===== src/hdl/vn_pkg.sv =====
// Shared types for the vector2_normalize pipeline.
// Used by the square root stage, the divider stage and the top level.
package vn_pkg;

	localparam int unsigned IN_W = 32;
	localparam int unsigned SUM_W = 64;
	localparam int unsigned ROOT_W = 32;
	localparam int unsigned Q_W = 17;
	localparam int unsigned UNIT_W = 18;
	localparam int unsigned UNIT_FRAC = 16;
	localparam int unsigned DIV_W = IN_W + UNIT_FRAC + 1;

	typedef struct packed {
		logic              valid;
		logic [SUM_W-1:0]  rem;
		logic [ROOT_W-1:0] root;
		logic [IN_W-1:0]   mx;
		logic [IN_W-1:0]   my;
		logic              nx;
		logic              ny;
	} sqrt_item_t;

	typedef struct packed {
		logic              valid;
		logic [ROOT_W-1:0] len;
		logic [DIV_W-1:0]  rx;
		logic [DIV_W-1:0]  ry;
		logic [Q_W-1:0]    qx;
		logic [Q_W-1:0]    qy;
		logic              nx;
		logic              ny;
	} div_item_t;

endpackage


===== src/hdl/vn_sqrt_stage.sv =====
// One registered step of the digit-by-digit square root: decides root bit IDX.
// Depends on vn_pkg.
module vn_sqrt_stage #(
	parameter int unsigned IDX = 0
) (
	input  logic               clk,
	input  logic               arst_n,
	input  vn_pkg::sqrt_item_t din,
	output vn_pkg::sqrt_item_t dout
);

	logic [vn_pkg::SUM_W+1:0] trial;
	logic                     take;

	assign trial = ({{(vn_pkg::SUM_W+2-vn_pkg::ROOT_W){1'b0}}, din.root} << (IDX + 1))
		+ ({{(vn_pkg::SUM_W+1){1'b0}}, 1'b1} << (2 * IDX));
	assign take = {2'b00, din.rem} >= trial;

	always_ff @(posedge clk or negedge arst_n) begin
		if (!arst_n) begin
			dout <= '0;
		end else begin
			dout.valid <= din.valid;
			dout.mx    <= din.mx;
			dout.my    <= din.my;
			dout.nx    <= din.nx;
			dout.ny    <= din.ny;
			if (take) begin
				dout.rem  <= din.rem - trial[vn_pkg::SUM_W-1:0];
				dout.root <= din.root | (vn_pkg::ROOT_W'(1) << IDX);
			end else begin
				dout.rem  <= din.rem;
				dout.root <= din.root;
			end
		end
	end

endmodule


===== config.mk =====
export PLATFORM = sky130hd
export DESIGN_NAME = vn_sqrt_stage
export DESIGN_NICKNAME = d
export VERILOG_FILES = /design/src/hdl/vn_pkg.sv /design/src/hdl/vn_sqrt_stage.sv
export SDC_FILE = /design/constraint.sdc
export NUM_CORES = 1
export LEC_CHECK = 0
export ABC_AREA = 1
export BUFFER_PORTS_ARGS = -buffer_cell sky130_fd_sc_hd__clkbuf_2
export CORE_MARGIN = 5
export CORE_UTILIZATION = 52
export CTS_BUF_LIST = sky130_fd_sc_hd__clkbuf_8
export CTS_CLUSTER_SIZE = 20
export DETAILED_ROUTE_END_ITERATION = 12
export HOLD_SLACK_MARGIN = 0.06
export PLACE_DENSITY = 0.83
export SYNTH_ARGS = -nofsm -noshare
export SYNTH_HDL_FRONTEND = slang
export SYNTH_SLANG_ARGS = --single-unit
export TNS_END_PERCENT = 100

===== constraint.sdc =====
create_clock -name clk -period 0.8 [get_ports clk]
set_clock_uncertainty 0.15 [all_clocks]
set_input_delay 0.12 -clock clk [delete_from_list [all_inputs] [get_ports clk]]
set_output_delay 0.12 -clock clk [all_outputs]
set_load 0.1 [all_outputs]

==> key figures, run 1 <==
Synth
  – Synth warnings: 0
  – Syn Inst Count: 1189
  – Number of synthesized register bits: about 160
  – Synthesized net count: 1388
  – XOR/XNOR Fraction of Synth Area: 2.900%
  – Adder-cell share of the synthesized area: 4.778%
  – Post-synthesis cell type count: 32
  – Post-Synth Simple-Gate Area: 29.81%
  – Mean Syn Cell Area: 7.621 sq um
  – Mapped Area: 9061 sq um
  – Mux cell area share after synthesis: 0%
  – Main combinational cell family by area after synthesis: simple AND/OR/NAND/NOR gates
  – Post-synthesis compound-gate area fraction: 6.918%
  – Seq/Total Area, Yosys: 45.02%

Place
  – Port bufs: 327
  – DP Area: 15600 sq um
  – Post-detail-place hpwl: between 30 and 40 mm
  – Post-placement cell count: 1918
  – Final RePlAce weighted congestion: 1.047
  – Post-place setup slack: -1.792 ns

Clock network
  – Number of CTS-inserted buffers: 17
  – Cts-stage hold buffer count: 117
  – CTS root buf: clkbuf_8
  – Post-CTS setup buffers: 36
  – Resized cells post-CTS: ~340
  – Max Root-Sink Buffers: 2
  – H-tree depth: 4
  – Sink Count: ~160

Floorplanning
  – Core Rows: 48
  – Die height: 142.0 um
  – Boundary Pins: 328
  – Starting Density: 52.75%
  – Die X: 142.0 um

Outcome
  – Status: aborted with a tool error
  – Run Error: [ERROR DPL-0038] Utilization greater than 100%, impossible to legalize
  – Fail Step: clock tree synthesis
[cell families after synthesis]
| kind of cell | count (synthesis) |
|---|---|
| compound gates | 82 |
| xor+xnor | 30 |
| fa+ha+maj | 34 |
| buf+inv | 228 |
| flops | 163 |
| simple gates | 652 |
[metrics by stage]
step                utilization [%]  hold WS (ns)  setup TNS, ns
floorplan                         -       -0.3256         -80.17
global placement              90.81       -0.2001        -103.28
detailed placement            90.81       -0.1978        -121.37
[synthesized netlist by cell type (all sizes together)]
library cell,instances,area (sq um)
nand4,8,50.05
xor2,10,87.58
or2,3,18.77
nand2,449,1768
fa,1,20.02
nand3b,2,15.01
o21a,1,7.510
a21oi,54,397.9
ha,33,412.9
o21ai,24,198.9
a21o,1,7.510
nor3,17,101.4
o21bai,2,15.01
xnor2,20,175.2
nand3,53,270.3
nor2,120,478.0
dfrtp,163,4079
buf,10,140.1
inv,218,818.3
==> run 2, diff against run 1 <==
CORE_UTILIZATION = 40   (was 52)
CTS_BUF_LIST = not set   (was sky130_fd_sc_hd__clkbuf_8)
CTS_CLUSTER_SIZE = not set   (was 20)
HOLD_SLACK_MARGIN = not set   (was 0.06)
PLACE_DENSITY = not set   (was 0.83)
PLACE_DENSITY_LB_ADDON = 0.15   (was not set)
==> key figures, run 2 <==
Synth
  – Mean Syn Cell Area: 7.621 sq um
  – Synth area leader: dfrtp_1
  – Syn Inst Count: 1189
  – Number of synthesized register bits: 163
  – Seq/Total Area, Yosys: a little under half
  – Post-synthesis cell type count: 32
  – Leading cell types by total area after synthesis: dfrtp_1 45%, nand2_1 17%, inv_1 9.0%, nor2_1 4.7%, ha_1 4.6%
  – Most common cell in the netlist: nand2_1
  – Post-synth top flop: dfrtp_1
  – Synthesized net count: 1388
  – Share of the synthesized area in the top cell type: a little under half
  – EDFF count, synth: 0
  – Synth warnings: 0
  – FFs w/ async S/R, synth: between 90% and 100%
  – Top cells by count, synth: 418 x nand2_1, 217 x inv_1, 163 x dfrtp_1
  – Mapped Area: 9061 sq um

Timing
  – Post-route clock period utilization: 229.2%
  – Fmax: 545.3 MHz
  – Worst-Margin Slew: 0.3585 ns
  – Min Tclk post-route: 1.834 ns
  – Setup Viol. Count Final: 233
  – Hold WS: -0.6329 ns
  – Slew margin rel.: 75.93%
  – Final hold violations: between 150 and 200
  – RSZ-0062 raised after global routing: yes
  – Final WS setup: -1.034 ns
  – Final TNS setup: -157.97 ns
  – Max Slew Vio Count: 0

Power and ir drop
  – Switch share: 42.65%
  – VDD IR max: 1.427 mV
  – Reg power frac: 29.8%
  – Pleak: 9.091 nW
  – NetSw: 14.46 mW
  – Clock Power Share: 25.7%
  – Comb power frac: 44.6%
  – Internal: between 15 and 20 mW
  – Pwr Total: roughly 34 mW
  – Power per cell area: about 1800 nW/um^2

Finish
  – Area growth syn-to-layout: 108.3%
  – Filler cells: ~1200
  – Post-layout util: 83.88%
  – Largest register FFs: 163
  – Fin nets: about 2100
  – Non-filler cells, final: between 2000 and 2500
  – Top flop regs: dout (163)
  – Most frequent cells in the layout: 353 x nand2_1, 221 x buf_4, 194 x inv_1, 173 x buf_12, 163 x dfrtp_4
  – Share of layout cells above drive strength 1: approximately 54%
  – Biggest register: dout
  – Design Area, Final: 18870 sq um
  – Most common cell after layout, fill and taps aside: nand2_1

Route
  – Initial drt markers: approximately 1200
  – Vias: approximately 11000
  – Final ANT Viol Nets: 0
  – Residual DRC: 0
  – WL final: 47.74 mm
  – WL/cell: 21.83 um
  – Vias/cell: 5.136
  – 1st-pass router iterations: 8

GRT
  – Largest net degree at the start of global routing: 35
  – Vias in the first global route: 11630
  – Grt peak-use layer: met2
  – Met1 usage in global routing: 41.39%
  – GRT Total Usage: between 30% and 40%
  – First-pass GRT wire length: 68.90 mm
  – M3 GR Usage: 6.954%
  – Met2 Use GR: 60.84%
  – GRT overflow: 0
  – Initial antenna violation count: 3

Setup path
  – CP required: about 1.0 ns
  – Max incr delay on CP: around 0.27 ns
  – Critical path depth: 17
  – Critical path class: input pin to register
  – Crit path DAT: 2.05 ns
  – Crit. End Element: register
  – Crit path buf inv count: 7
  – Top delay family on crit path: buffers and inverters
  – Slowest cell on the critical path: ha_4
  – Cell Chain, Critical Path: clkbuf_2 > inv_1 > ha_4 > nand2_4 > inv_1 > nand2_1 > nand2_1 > inv_1 > nand2_2 > a21oi_4 > nand2_4 > a21oi_4 > buf_12 > buf_12 > buf_12 > nand2_2 > nand2_2
  – Crit start category: input pin
  – Crit path max fanout: 6

Floorplanning
  – Die height: 160.5 um
  – Boundary Pins: 328
  – Core Rows: 55
  – Core area: roughly 23000 sq um
  – Die X: roughly 160 um
  – Die area: approximately 26000 sq um
  – Starting Density: 40.27%

Place
  – Post-placement cell count: 2006
  – Port bufs: 327
  – Final RePlAce weighted congestion: ~0.91
  – Post-detail-place hpwl: 29.61 mm
  – DP Area: 15930 sq um

Clock network
  – Max Root-Sink Buffers: 2
  – CTS root buf: clkbuf_16
  – Sink Count: 163
  – CTS tree: built
  – H-tree depth: 4
  – Clock transition at path regs: 0.08 ns
  – Number of CTS-inserted buffers: 17

Outcome
  – Status: finished with violations
  – Failing checks: negative hold slack, negative setup slack

Job
  – Max-Cap Viols: 0

Hold path
  – HP Class: input pin to asynchronous set/reset pin
==> run 2: cell counts after synthesis <==
No cell type changed its count.
==> run 2: cell type report <==
| class | instances | area, sq um | share of cell area [%] |
|---|---|---|---|
| inverters | 218 | 818.3 | 4.335 |
| flip-flops and latches | 163 | 4691 | 24.85 |
| clock inverters | 14 | 151.4 | 0.8021 |
| well taps | 285 | 356.6 | 1.889 |
| multi-input cells | 798 | 4997 | 26.48 |
| diodes | 2 | 5.005 | 0.02652 |
| repair buffers | 689 | 7416 | 39.29 |
| clock buffers | 18 | 439.2 | 2.327 |
==> run 2: worst max path at each step <==
stage                end    start
2_1_floorplan   dout[66]  din[98]
3_3_place_gp   dout[146]  din[77]
3_5_place_dp   dout[120]  din[70]
4_1_cts        dout[124]  din[66]
5_1_grt        dout[161]  din[72]
6_report       dout[130]  din[88]
==> run 2: cells by family (layout without fill, tap and decap cells) <==
kind of cell,count (synthesis),count (layout),synth area share [%]
xor+xnor,30,30,2.900
buf+inv,228,939,10.58
simple gates,652,652,29.81
compound gates,82,82,6.918
fa+ha+maj,34,34,4.778
flops,163,163,45.02
other cells,0,2,0
==> run 2: metal layers <==
metal,part of all wire [%],wire length [um]
met5,0.027,13
met4,5.1,2430
met3,8.0,3811
met2,50,23770
met1,37,17720
==> run 2: power groups by stage <==
stage	Combinational, mW	Sequential, mW	Clock, mW
final	15.1	10.1	8.70
after global routing	15.5	10.1	9.11
after CTS	14.2	10.0	8.53
after detailed placement	13.3	10.2	0
after global placement	13.1	10.2	0
after floorplan	2.31	15.1	0
==> run 2: what timing repair did <==
item | in CTS | in global routing
endpoints found under the setup margin | 228 | 256
hold endpoints to repair | 326 | 204
pin swaps | 20 | 33
gates cloned | 5 | 1
resized for setup | 92 | 118
hold buffers | 119 | 4
buffers inserted | 16 | 7
==> run 2: through the flow <==
stage / setup slack, ns / hold WS, ns
floorplan: -1.103 / -0.3256
CTS: -0.8946 / -0.6345
finish: -1.034 / -0.6329
global route: -1.111 / -0.6375
detailed placement: -1.523 / -0.1606
global placement: -1.509 / -0.1623
No activity file was read; power rests on OpenSTA's default activity.
