### config.mk
export PLATFORM = sky130hd
export DESIGN_NAME = vn_div_stage
export DESIGN_NICKNAME = d
export VERILOG_FILES = /design/src/hdl/vn_pkg.sv /design/src/hdl/vn_div_stage.sv
export SDC_FILE = /design/constraint.sdc
export NUM_CORES = 1
export LEC_CHECK = 0
export BUFFER_PORTS_ARGS = -buffer_cell sky130_fd_sc_hd__buf_4
export CAP_MARGIN = 10
export CORE_UTILIZATION = 44
export DETAILED_ROUTE_END_ITERATION = 8
export GPL_TIMING_DRIVEN = 0
export PLACE_DENSITY_LB_ADDON = 0.08
export SLEW_MARGIN = 20
export SYNTH_ARGS = -nofsm -noshare
export SYNTH_HDL_FRONTEND = slang
export SYNTH_SLANG_ARGS = --single-unit
### constraint.sdc
create_clock -name clk -period 0.8 [get_ports clk]
set_input_delay 0.04 -clock clk [delete_from_list [all_inputs] [get_ports clk]]
set_output_delay 0.04 -clock clk [all_outputs]
set_load 0.05 [all_outputs]
### src/hdl/vn_pkg.sv
// Shared types for the vector2_normalize pipeline.
// Used by the square root stage, the divider stage and the top level.
package vn_pkg;

	localparam int unsigned IN_W = 32;
	localparam int unsigned SUM_W = 64;
	localparam int unsigned ROOT_W = 32;
	localparam int unsigned Q_W = 17;
	localparam int unsigned UNIT_W = 18;
	localparam int unsigned UNIT_FRAC = 16;
	localparam int unsigned DIV_W = IN_W + UNIT_FRAC + 1;

	typedef struct packed {
		logic              valid;
		logic [SUM_W-1:0]  rem;
		logic [ROOT_W-1:0] root;
		logic [IN_W-1:0]   mx;
		logic [IN_W-1:0]   my;
		logic              nx;
		logic              ny;
	} sqrt_item_t;

	typedef struct packed {
		logic              valid;
		logic [ROOT_W-1:0] len;
		logic [DIV_W-1:0]  rx;
		logic [DIV_W-1:0]  ry;
		logic [Q_W-1:0]    qx;
		logic [Q_W-1:0]    qy;
		logic              nx;
		logic              ny;
	} div_item_t;

endpackage

### src/hdl/vn_div_stage.sv
// One registered step of two restoring dividers sharing one divisor: quotient bit IDX.
// Depends on vn_pkg.
module vn_div_stage #(
	parameter int unsigned IDX = 0
) (
	input  logic              clk,
	input  logic              arst_n,
	input  vn_pkg::div_item_t din,
	output vn_pkg::div_item_t dout
);

	logic [vn_pkg::DIV_W-1:0] dsh;
	logic                     take_x;
	logic                     take_y;

	assign dsh = {{(vn_pkg::DIV_W-vn_pkg::ROOT_W){1'b0}}, din.len} << IDX;
	assign take_x = din.rx >= dsh;
	assign take_y = din.ry >= dsh;

	always_ff @(posedge clk or negedge arst_n) begin
		if (!arst_n) begin
			dout <= '0;
		end else begin
			dout.valid <= din.valid;
			dout.len   <= din.len;
			dout.nx    <= din.nx;
			dout.ny    <= din.ny;
			dout.rx    <= take_x ? din.rx - dsh : din.rx;
			dout.ry    <= take_y ? din.ry - dsh : din.ry;
			dout.qx    <= din.qx | (take_x ? (vn_pkg::Q_W'(1) << IDX) : '0);
			dout.qy    <= din.qy | (take_y ? (vn_pkg::Q_W'(1) << IDX) : '0);
		end
	end

endmodule
After elaboration in Yosys (flattened, before gate mapping):

Cells that the tools add are included.

* register bits: 167
* input port bits: 169
* word-level logic and storage cells: 18

* $add $sub $neg: 2
* $lt $le $gt $ge: 2
* multiplexer cells: 4
* bitwise operators: 2

Operator list (count)
* $ge A49 B32 Y1: 2
* $mux W49: 2
* $sub A49 B32 Y49: 2
* $or A17 B1 Y17: 2
* $mux W1: 2

Depth between registers and ports, before layout:

Gate-level depths: netlist (run 1).

* word-level depth: 3
* mapped depth: 12
* gate-level depth less buffers: 12

Worst setup path before layout (run 1):

OpenSTA, ideal clock, no wires.

* kind: input-to-reg
* start: input din[36] (netlist bit)
* end: register dout[82] (netlist bit)
* setup time: 79 ps
* data arrival time: 2729 ps
* path slack: -2008 ps
* stages on the path: 12
* buffers on the path: 0
* cell sequence: inv_1 -> ha_1 -> inv_1 -> fa_1 -> a21o_1 -> a311o_1 -> a22oi_2 -> o2111ai_1 -> a221oi_2 -> o22ai_1 -> a2111oi_2 -> xor2_1

* longest elaborated chain between the ends: 2

Ends and longest elaborated chain
* start: declaration: RTL line vn_div_stage.sv:8 `input vn_pkg::div_item_t din,`
* $sub A49 B32 Y49 or $ge A49 B32 Y1 (tied branches): RTL line vn_div_stage.sv:29, vn_div_stage.sv:18
* $mux W49 *: RTL line vn_div_stage.sv:29 `dout.ry <= take_y ? din.ry - dsh : din.ry;`
* end: declaration: RTL line vn_div_stage.sv:9 `output vn_pkg::div_item_t dout`

Mark *: on every way between the ends. The rest lies on a longest branch, timed or not.

Worst setup path after layout (run 1):

* start: input din[162] (netlist bit)
* end: register dout[119] (netlist bit)

* longest elaborated chain between the ends: 2

Ends and longest elaborated chain
* $sub A49 B32 Y49 or $ge A49 B32 Y1 (tied branches): RTL line vn_div_stage.sv:28, vn_div_stage.sv:17
* $mux W49 *: RTL line vn_div_stage.sv:28 `dout.rx <= take_x ? din.rx - dsh : din.rx;`

Marked as above.

==> results of run 1 <==
## area by class of cell
type,instances,area (um2)
clock buffers,17,425
clock inverters,15,159
well taps,275,344
inverters,48,283
plain buffers,32,497
flip-flops and latches,167,4180
multi-input cells,771,6820
repair buffers,599,5980
fillers,861,2400
## layer usage
layer  track usage  part of all wire  vias up
met4         0.230             0.092        0
met1         0.449              0.33     5688
li1              -                 -     4854
met5             0                 0        -
met2         0.685              0.45     1066
met3         0.100              0.13      431
## through the flow
stage	hold WS, ns	cell area, um2	std cells
global placement	0.150	13300	1630
finish	-0.451	18700	1924
CTS	-0.417	17800	1897
detailed placement	0.0518	13400	1631
global route	-0.402	18700	1924
floorplan	-0.256	10500	1023
## synthesized netlist by cell type, types with 5 or more instances
cell / count
nand2b_1: 10
nor2_1: 99
nand4_1: 23
o21bai_1: 11
a211oi_1: 10
dfrtp_1: 167
o2111ai_1: 5
o21ai_0: 47
a21oi_1: 123
buf_2: 7
o21a_1: 8
clkbuf_1: 31
inv_1: 48
nor2b_1: 6
or3_1: 9
nand3_1: 16
nand3b_1: 5
o211ai_1: 12
a21o_1: 22
xor2_1: 45
nor3_1: 22
xnor2_1: 47
nor4_1: 11
ha_1: 64
o21ai_1: 16
nand2_1: 91
## timing repair
item,in CTS,in global routing
buffers inserted,68,29
pin swaps,88,53
gates resized for setup,355,163
cloned,13,1
endpoints found under the hold margin,247,89
hold buffers,160,3
setup endpoints to repair,267,267
## worst paths after layout
| kind | slack [ns] | end | from | cells past startpoint |
|---|---|---|---|---|
| max in group asynchronous | 0.37 | dout[37] | arst_n | 2 |
| hold / removal | -0.45 | dout[6] | arst_n | 1 |
| setup / recovery | -1.99 | dout[119] | din[162] | 13 |
| min in group clk | -0.23 | dout[134] | din[134] | 1 |
## where the power goes
group | internal (mW) | switching, mW | total, mW
Clock | 4.18 | 4.45 | 8.63
Combinational | 5.77 | 8.78 | 14.5
Sequential | 9.43 | 0.595 | 10.0
## cells by family (layout without fill, tap and decap cells)
logic type                 Yosys count  count (layout)  share of synthesized area
AOI/OAI and AO/OA                  290             290                      0.187
xor gates and xnor gates            92              92                     0.0847
muxes                                1               1                    0.00118
adders and majority gates           66              66                     0.0884
buffers and inverters               87             711                     0.0360
and+or+nand+nor                    320             322                      0.163
DFF                                167             167                      0.439
==> metrics.md, run 1 <==
| Metric | Value |
|---|---|
| Status | `finished with violations` |
| Failing checks | `design-rule violations, negative hold slack, negative setup slack` |
| Worst Setup End Kind | `register` |
| Post-synth EDFFs | `0` |
| Overall die width | `between 100 and 150 um` |
| Layout cell share with drive strength beyond 1 | `0.479` |
| Final setup fails | `between 200 and 300` |
| Critical path buffer and inverter count | `4` |
| Fin. Hold Viols | `87` |
| Initial antenna violation count | `1` |
| Via count | `approximately 12000` |
| Vias in the first global route | `11600` |
| Worst-path clk slew | `0.08 ns` |
| Port Buffers | `332` |
| TritonRoute pass-1 iters | `9` |
| Synth top area share | `0.439` |
| RePlAce Congestion | `0.945` |
| Final Slew Violations | `0` |
| HP Class | `primary input to asynchronous set/reset pin` |
| Worst hold slack | `-0.451 ns` |
| Setup TNS | `-192.36 ns` |
| Tcrit/Tclk final | `3.49` |
| Core Area | `0.0211 mm2` |
| Delay-heaviest family, CP | `simple AND/OR/NAND/NOR gates` |
| Worst endpoint required time | `between 1 and 1.5 ns` |
| Sequential element share of the synthesized area | `0.439` |
| Clk root buf | `clkbuf_16` |
| Htree depth | `4` |
| Static leakage | `between 8 and 9 nW` |
| I/O pin total | `336` |
| Net Count, Synth | `between 1000 and 1500` |
| Total Power | `33.2 mW` |
| Ant. Diodes | `0` |
| Fin nets | `1871` |
| Leading area contributor after synthesis | `dfrtp_1` |
| Total wire length | `54000 um` |
| Power Density | `1780 mW/mm2` |
| Die Span Y | `about 150 um` |
| Longest Clk Path Bufs | `2` |
| Area growth, synth to finish | `96.4%` |
| First-pass GRT wire length | `66200 um` |
| Cts bufs inserted | `17` |
| Initial core utilization | `0.451` |
| Setup WS post-layout | `-1.99 ns` |
| Largest registers | `dout x167` |
| Unique masters post-synth | `69` |
| # rows | `53` |
| Peak supply drop | `0.00131 V` |
| CTS Sinks | `~170` |
| Pin count of the biggest net entering global routing | `88` |
| Critical path cell sequence | `buf_4 > inv_1 > ha_1 > nand4_1 > nor4_2 > nand4_1 > o31ai_4 > nor2_4 > buf_4 > buf_8 > a211oi_4 > nand3b_1 > xnor2_1` |
| Slew margin rel. | `0.327` |
| Setup slack at placement | `-2.40 ns` |
| Final HPWL DP | `26300 um` |
| Final Core Density | `0.886` |
| Die Area | `0.0222 mm2` |
| Cells after Synth | `roughly 1000` |
| Async SR Flop Fraction | `1.00` |
| Maximum capacitance violations | `0` |
| Synth Cell Area | `between 0.009 and 0.01 mm2` |
| Antenna-violating nets left | `0` |
| Total track usage | `0.399` |
| Crit path max fanout | `6` |
| Crit path arrival time | `3.14 ns` |
| Gr ovfl total | `0` |
| Worst slew pin tran | `~1 ns` |
| FF+latch count, synth | `around 170` |
| Type of origin of the critical path | `primary input` |
| Fmax | `0.358 GHz` |
| Drt wl/cell | `28.1 um` |
| Most flops, register | `dout` |
| Via-per-instance ratio | `between 6 and 7` |
| Max incr delay on CP | `0.47 ns` |
| Most frequent cells in the layout | `buf_6, buf_4, dfrtp_1, dlygate4sd3_1, nor2_1` |
| Initial DRC Count | `1449` |
| CTS tree | `yes` |
| Synth Flop Type | `dfrtp_1` |
| Drt drc | `3` |
| Min Tclk post-route | `2.79 ns` |
| RSZ-0062 raised after global routing | `yes` |
| Max reg flops | `167` |
| Crit Path Category | `primary input to register` |
| Slowest stage cell, crit path | `a211oi_4` |
| Mean Syn Cell Area | `a little over 9 um2` |
| Synth Warn # | `0` |
| Ranking of synthesized cells by area | `dfrtp_1, ha_1, a21oi_1, xnor2_1, xor2_1` |
(Power assumes the default switching activity.)
==> run 2: changes to the inputs <==
==> constraint.sdc (replaced) <==
create_clock -name clk -period 2.7 [get_ports clk]
set_input_delay 0.135 -clock clk [delete_from_list [all_inputs] [get_ports clk]]
set_output_delay 0.135 -clock clk [all_outputs]
set_load 0.05 [all_outputs]
==> run 2 against run 1 <==
Global-route usage down 8.9 points; total power is 74% lower; setup slack better by 2.0 ns; sequential cell count stayed put; critical endpoint is now dout[80]; via count fell by 21%; first-iteration DRC count is 66% lower; combinational power is 77% lower; clock-buffer cell count rose by 2; largest cell class unchanged; cell count is 5.8% lower; cell area is 21% lower; the flow now finishes without violations; utilization down 19 points.
==> metrics.md, run 2 (same netlist as run 1, synthesis figures left out) <==
| Metric | Value |
|---|---|
| RSZ-0062 raised after global routing | `yes` |
| Layout cell share with drive strength beyond 1 | `0.276` |
| Fill count | `between 1500 and 2000` |
| Area of the multi-input gates | `0.00512 mm2` |
| First-pass GRT wire length | `~52000 um` |
| Fin. Hold Viols | `0` |
| Type of origin of the critical path | `primary input` |
| Fmax | `0.375 GHz` |
| Largest registers | `dout x167` |
| Max incr delay on CP | `0.68 ns` |
| Crit path max fanout | `8` |
| Most flops, register | `dout` |
| Met3 WL | `2020 um` |
| DR WL met2 | `16900 um` |
| Initial antenna violation count | `0` |
| Total wire length | `34100 um` |
| Final Slew Violations | `0` |
| Max reg flops | `167` |
| Htree depth | `4` |
| Total track usage | `0.310` |
| Longest Clk Path Bufs | `2` |
| Crit path arrival time | `2.98 ns` |
| Min Tclk post-route | `2.67 ns` |
| Drt drc | `0` |
| Port Buffers | `about 330` |
| Die Area | `0.0222 mm2` |
| Most frequent CP cell | `buf_4` |
| Top Layer Used | `met4` |
| RePlAce Congestion | `0.905` |
| Pin count of the biggest net entering global routing | `96` |
| Slowest stage cell, crit path | `a2111oi_0` |
| Via-per-instance ratio | `5.25` |
| Die Span Y | `between 100 and 150 um` |
| Worst Setup End Kind | `register` |
| Power Density | `590 mW/mm2` |
| Clk root buf | `clkbuf_16` |
| Initial DRC Count | `487` |
| Overall die width | `149 um` |
| Crit Path Category | `primary input to register` |
| M1 WL | `about 14000 um` |
| Worst endpoint required time | `between 3 and 4 ns` |
| Initial core utilization | `0.451` |
| Most frequent cells in the layout | `buf_4, dfrtp_1, dlygate4sd3_1, a21oi_1, nor2_1` |
| Most common cell after layout, fill and taps aside | `buf_4` |
| CTS tree | `yes` |
| Final HPWL DP | `25400 um` |
| TritonRoute pass-1 iters | `5` |
| Worst slew pin tran | `0.768 ns` |
| Reg area | `0.00418 mm2` |
| Antenna-violating nets left | `0` |
| Maximum capacitance violations | `0` |
| CTS Sinks | `167` |
| Setup TNS | `0 ns` |
| Cts bufs inserted | `17` |
| # rows | `53` |
| Via count | `~9500` |
| Worst-path clk slew | `roughly 0.070 ns` |
| Critical path cell sequence | `buf_4 > inv_1 > ha_1 > clkbuf_1 > nand4_1 > nor4_1 > a22oi_2 > o2111ai_2 > a221oi_4 > buf_4 > a2111oi_0 > nor4_2 > xor2_1` |
| Static leakage | `6.81 nW` |
| HP Class | `primary input to register` |
| Ant. Diodes | `0` |
| Status | `finished clean` |
| Slew margin rel. | `0.475` |
| Area growth, synth to finish | `54.4%` |
| Gr ovfl total | `0` |
| Core Area | `0.0211 mm2` |
| Vias in the first global route | `slightly below 10000` |
| I/O pin total | `about 340` |
| Peak supply drop | `around 0.00043 V` |
| Setup WS post-layout | `0.0308 ns` |
| Final setup fails | `0` |
| Drt wl/cell | `18.8 um` |
| Tcrit/Tclk final | `0.989` |
| Setup slack at placement | `-0.780 ns` |
| Fin nets | `1760` |
run 2: cell count changes in the layout (fill, tap and decap cells not counted), sizes merged, moves of 2 or more:
cell          change
clkbuf            -7
buf              -98
dlymetal6s4s      -3
clkinvlp          -3
bufinv            +2
run 2: power breakdown:
group          internal, mW  total (mW)  switching, mW
Clock                  1.40        2.48           1.08
Sequential             2.79        2.89         0.0931
Combinational          1.17        3.30           2.13
run 2: worst paths after layout:
kind                           from         to  slack [ns]  depth (start not counted)
max                        din[144]   dout[80]        0.03                         13
min                         din[55]   dout[55]        0.02                          3
max in group asynchronous    arst_n  dout[146]        1.58                          3
min in group asynchronous    arst_n   dout[12]        0.25                          2
run 2: through the flow:
stage	instance area, um2	cells	util	hold WS [ns]	power [mW]
2_1_floorplan	9530	1023	-	-0.161	4.91
3_3_place_gp	12400	1630	0.586	0.244	5.97
3_5_place_dp	12400	1631	0.588	0.124	5.99
4_1_cts	14700	1822	0.695	0.000485	8.69
5_1_grt	14700	1813	0.697	0.00809	9.05
6_report	14700	1813	0.697	0.0181	8.67
run 2: timing repair:
item	in CTS	in global routing
pin swaps	1	2
gates resized for setup	18	17
setup buffers	1	1
hold buffers	161	0
setup endpoints to repair	77	86
gates cloned	0	0
endpoints found under the hold margin	232	0
run 2: metal layers:
layer  track usage  vias up
li1              -     4627
met1         0.386     4551
met2         0.537      298
met3        0.0615       36
met4        0.0990        0
met5             0        -
run 2: layout make-up:
class | count | area share
Tap cell | 275 | 0.0234
Timing Repair Buffer | 496 | 0.283
Multi-Input combinational cell | 769 | 0.349
Clock buffer | 19 | 0.0301
Sequential cell | 167 | 0.284
Inverter | 48 | 0.0123
Clock inverter | 13 | 0.00996
Buffer | 26 | 0.00843
run 2: critical path: cells and delay by family:
kind                     cells  cell delay [ns]
AO/OA/AOI/OAI                4             1.19
AND/OR/NAND/NOR              3             0.54
adder cells (fa/ha/maj)      1             0.29
buffers and inverters        4             0.64
XOR/XNOR                     1             0.17
==> run 3: changes to the inputs <==
--- a/config.mk
+++ b/config.mk
@@ -8,8 +8,9 @@
 export BUFFER_PORTS_ARGS = -buffer_cell sky130_fd_sc_hd__buf_4
 export CAP_MARGIN = 10
 export CORE_UTILIZATION = 44
+export CTS_BUF_LIST = sky130_fd_sc_hd__clkbuf_8
 export DETAILED_ROUTE_END_ITERATION = 8
-export GPL_TIMING_DRIVEN = 0
+export GPL_TIMING_DRIVEN = 1
 export PLACE_DENSITY_LB_ADDON = 0.08
 export SLEW_MARGIN = 20
 export SYNTH_ARGS = -nofsm -noshare
==> run 3 against run 2 <==
Combinational power up 11%; first-iteration DRC count up 30%; setup slack worse by 0.025 ns; sequential cell count unchanged; via count up 9.9%; clock power down 25%; largest cell class is now buffers; largest power group unchanged; highest routed layer unchanged.
==> metrics.md, run 3 (same netlist as run 1, synthesis figures left out) <==
| Metric | Value |
|---|---|
| Crit path max fanout | `3` |
| I/O pin total | `around 340` |
| Fmax | `about 0.37 GHz` |
| RePlAce Congestion | `between 0.9 and 1` |
| Cts bufs inserted | `17` |
| Most frequent cells in the layout | `buf_4, dfrtp_1, dlygate4sd3_1, a21oi_1, nor2_1` |
| Port Buffers | `335` |
| Most flops, register | `dout` |
| Drt drc | `0` |
| Overall die width | `around 150 um` |
| Core Area | `0.0211 mm2` |
| Largest registers | `dout x167` |
| Clk root buf | `clkbuf_8` |
| Via-per-instance ratio | `5.24` |
| Tcrit/Tclk final | `0.998` |
| Maximum capacitance violations | `0` |
| Worst slew pin tran | `roughly 0.53 ns` |
| Crit path arrival time | `3.08 ns` |
| Gate power share | `0.434` |
| Fin. Hold Viols | `0` |
| Initial core utilization | `0.451` |
| Hold Path Stages | `3` |
| Final Slew Violations | `0` |
| Status | `finished clean` |
| Slowest stage cell, crit path | `dlygate4sd3_1` |
| Pin count of the biggest net entering global routing | `slightly below 90` |
| Fill count | `1564` |
| Setup WS post-layout | `0.00573 ns` |
| Final HPWL DP | `27100 um` |
| Longest Clk Path Bufs | `2` |
| Via count | `10500` |
| Worst-path clk slew | `0.10 ns` |
| Worst hold slack | `around 0.032 ns` |
| TritonRoute pass-1 iters | `5` |
| Initial antenna violation count | `0` |
| Min Tclk post-route | `2.69 ns` |
| Total track usage | `0.329` |
| Worst endpoint required time | `3.08 ns` |
| Max reg flops | `between 150 and 200` |
| Antenna-violating nets left | `0` |
| Slew margin rel. | `0.642` |
| Type of origin of the critical path | `primary input` |
| CTS Sinks | `167` |
| Area growth, synth to finish | `68.7%` |
| Power Density | `524 mW/mm2` |
| Fin nets | `1942` |
| Layout cell share with drive strength beyond 1 | `0.358` |
| # rows | `53` |
| Crit Path Category | `primary input to register` |
| Final setup fails | `0` |
| Vias in the first global route | `10600` |
| Clk pwr share | `0.222` |
| Critical path cell sequence | `dlygate4sd3_1 > buf_4 > ha_4 > nand2_1 > nor2_2 > buf_4 > nand4_1 > o31ai_4 > nor2_2 > a221o_1 > or4b_4 > xnor2_1` |
| Max incr delay on CP | `about 0.54 ns` |
| Initial DRC Count | `roughly 640` |
| First-pass GRT wire length | `around 55000 um` |
| Peak supply drop | `between 0.0003 and 0.0004 V` |
| Area of the multi-input gates | `0.00519 mm2` |
| RSZ-0062 raised after global routing | `yes` |
| Sw Share | `0.407` |
| Most common cell after layout, fill and taps aside | `buf_4` |
| Static leakage | `7.68 nW` |
| Sequential share of power | `0.344` |
| Setup slack at placement | `-0.253 ns` |
| Int Power | `4.99 mW` |
| Drt wl/cell | `18.5 um` |
| Gr ovfl total | `0` |
| Die Span Y | `149 um` |
| Worst Setup End Kind | `register` |
| Total wire length | `36900 um` |
| CTS tree | `yes` |
| Sw Pwr | `approximately 3.4 mW` |
| Reg area | `0.00418 mm2` |
| HP Class | `primary input to register` |
| Die Area | `0.0222 mm2` |
| Htree depth | `4` |
| Setup TNS | `0 ns` |
[run 3: stage by stage]
stage	total power, mW	cells	area [um2]	utilization
CTS	8.37	1987	15800	0.748
finish	8.42	1996	16100	0.761
detailed placement	6.32	1788	13700	0.651
global placement	6.30	1788	13700	0.651
floorplan	4.91	1023	9530	-
global route	8.77	1995	16100	0.761
[run 3: what timing repair did]
item                                    in CTS  in global routing
resized for setup                            0                 42
setup buffers                                0                  8
hold endpoints to repair                   213                  0
hold buffers                               167                  0
endpoints found under the setup margin       0                 60
[run 3: layout make-up]
class,instances,area share
multi-input combinational,769,0.324
antenna,1,0.000156
tap,275,0.0214
clock inverter,14,0.00865
sequential,167,0.260
timing repair buffer,704,0.359
clock buffer,18,0.0154
inverter,48,0.0112
[run 3: power groups by stage]
stage | Clock (mW) | Sequential, mW | Combinational, mW
2_1_floorplan | 0 | 4.00 | 0.911
3_3_place_gp | 0 | 2.93 | 3.36
3_5_place_dp | 0 | 2.94 | 3.38
4_1_cts | 1.89 | 2.89 | 3.59
5_1_grt | 1.99 | 2.92 | 3.87
6_report | 1.87 | 2.90 | 3.65
[run 3: routing by layer]
| layer | up-vias | global-route usage | share of wire |
|---|---|---|---|
| met5 | - | 0 | 0 |
| met4 | 0 | 0.116 | 0.031 |
| met3 | 80 | 0.0673 | 0.062 |
| met2 | 405 | 0.564 | 0.50 |
| met1 | 4983 | 0.411 | 0.41 |
| li1 | 4989 | - | - |
[run 3: final timing paths]
kind,start,slack (ns),end
min in group asynchronous,arst_n,0.17,dout[12]
max in group asynchronous,arst_n,1.65,dout[87]
max,din[90],0.006,dout[127]
min,din[134],0.03,dout[36]
[run 3: critical path: cells and delay by family]
kind	cells	cell delay, ns
AO/OA/AOI/OAI	2	0.71
XOR/XNOR	1	0.13
adder cells (fa/ha/maj)	1	0.26
buffers and inverters	3	0.82
AND/OR/NAND/NOR	5	1.01
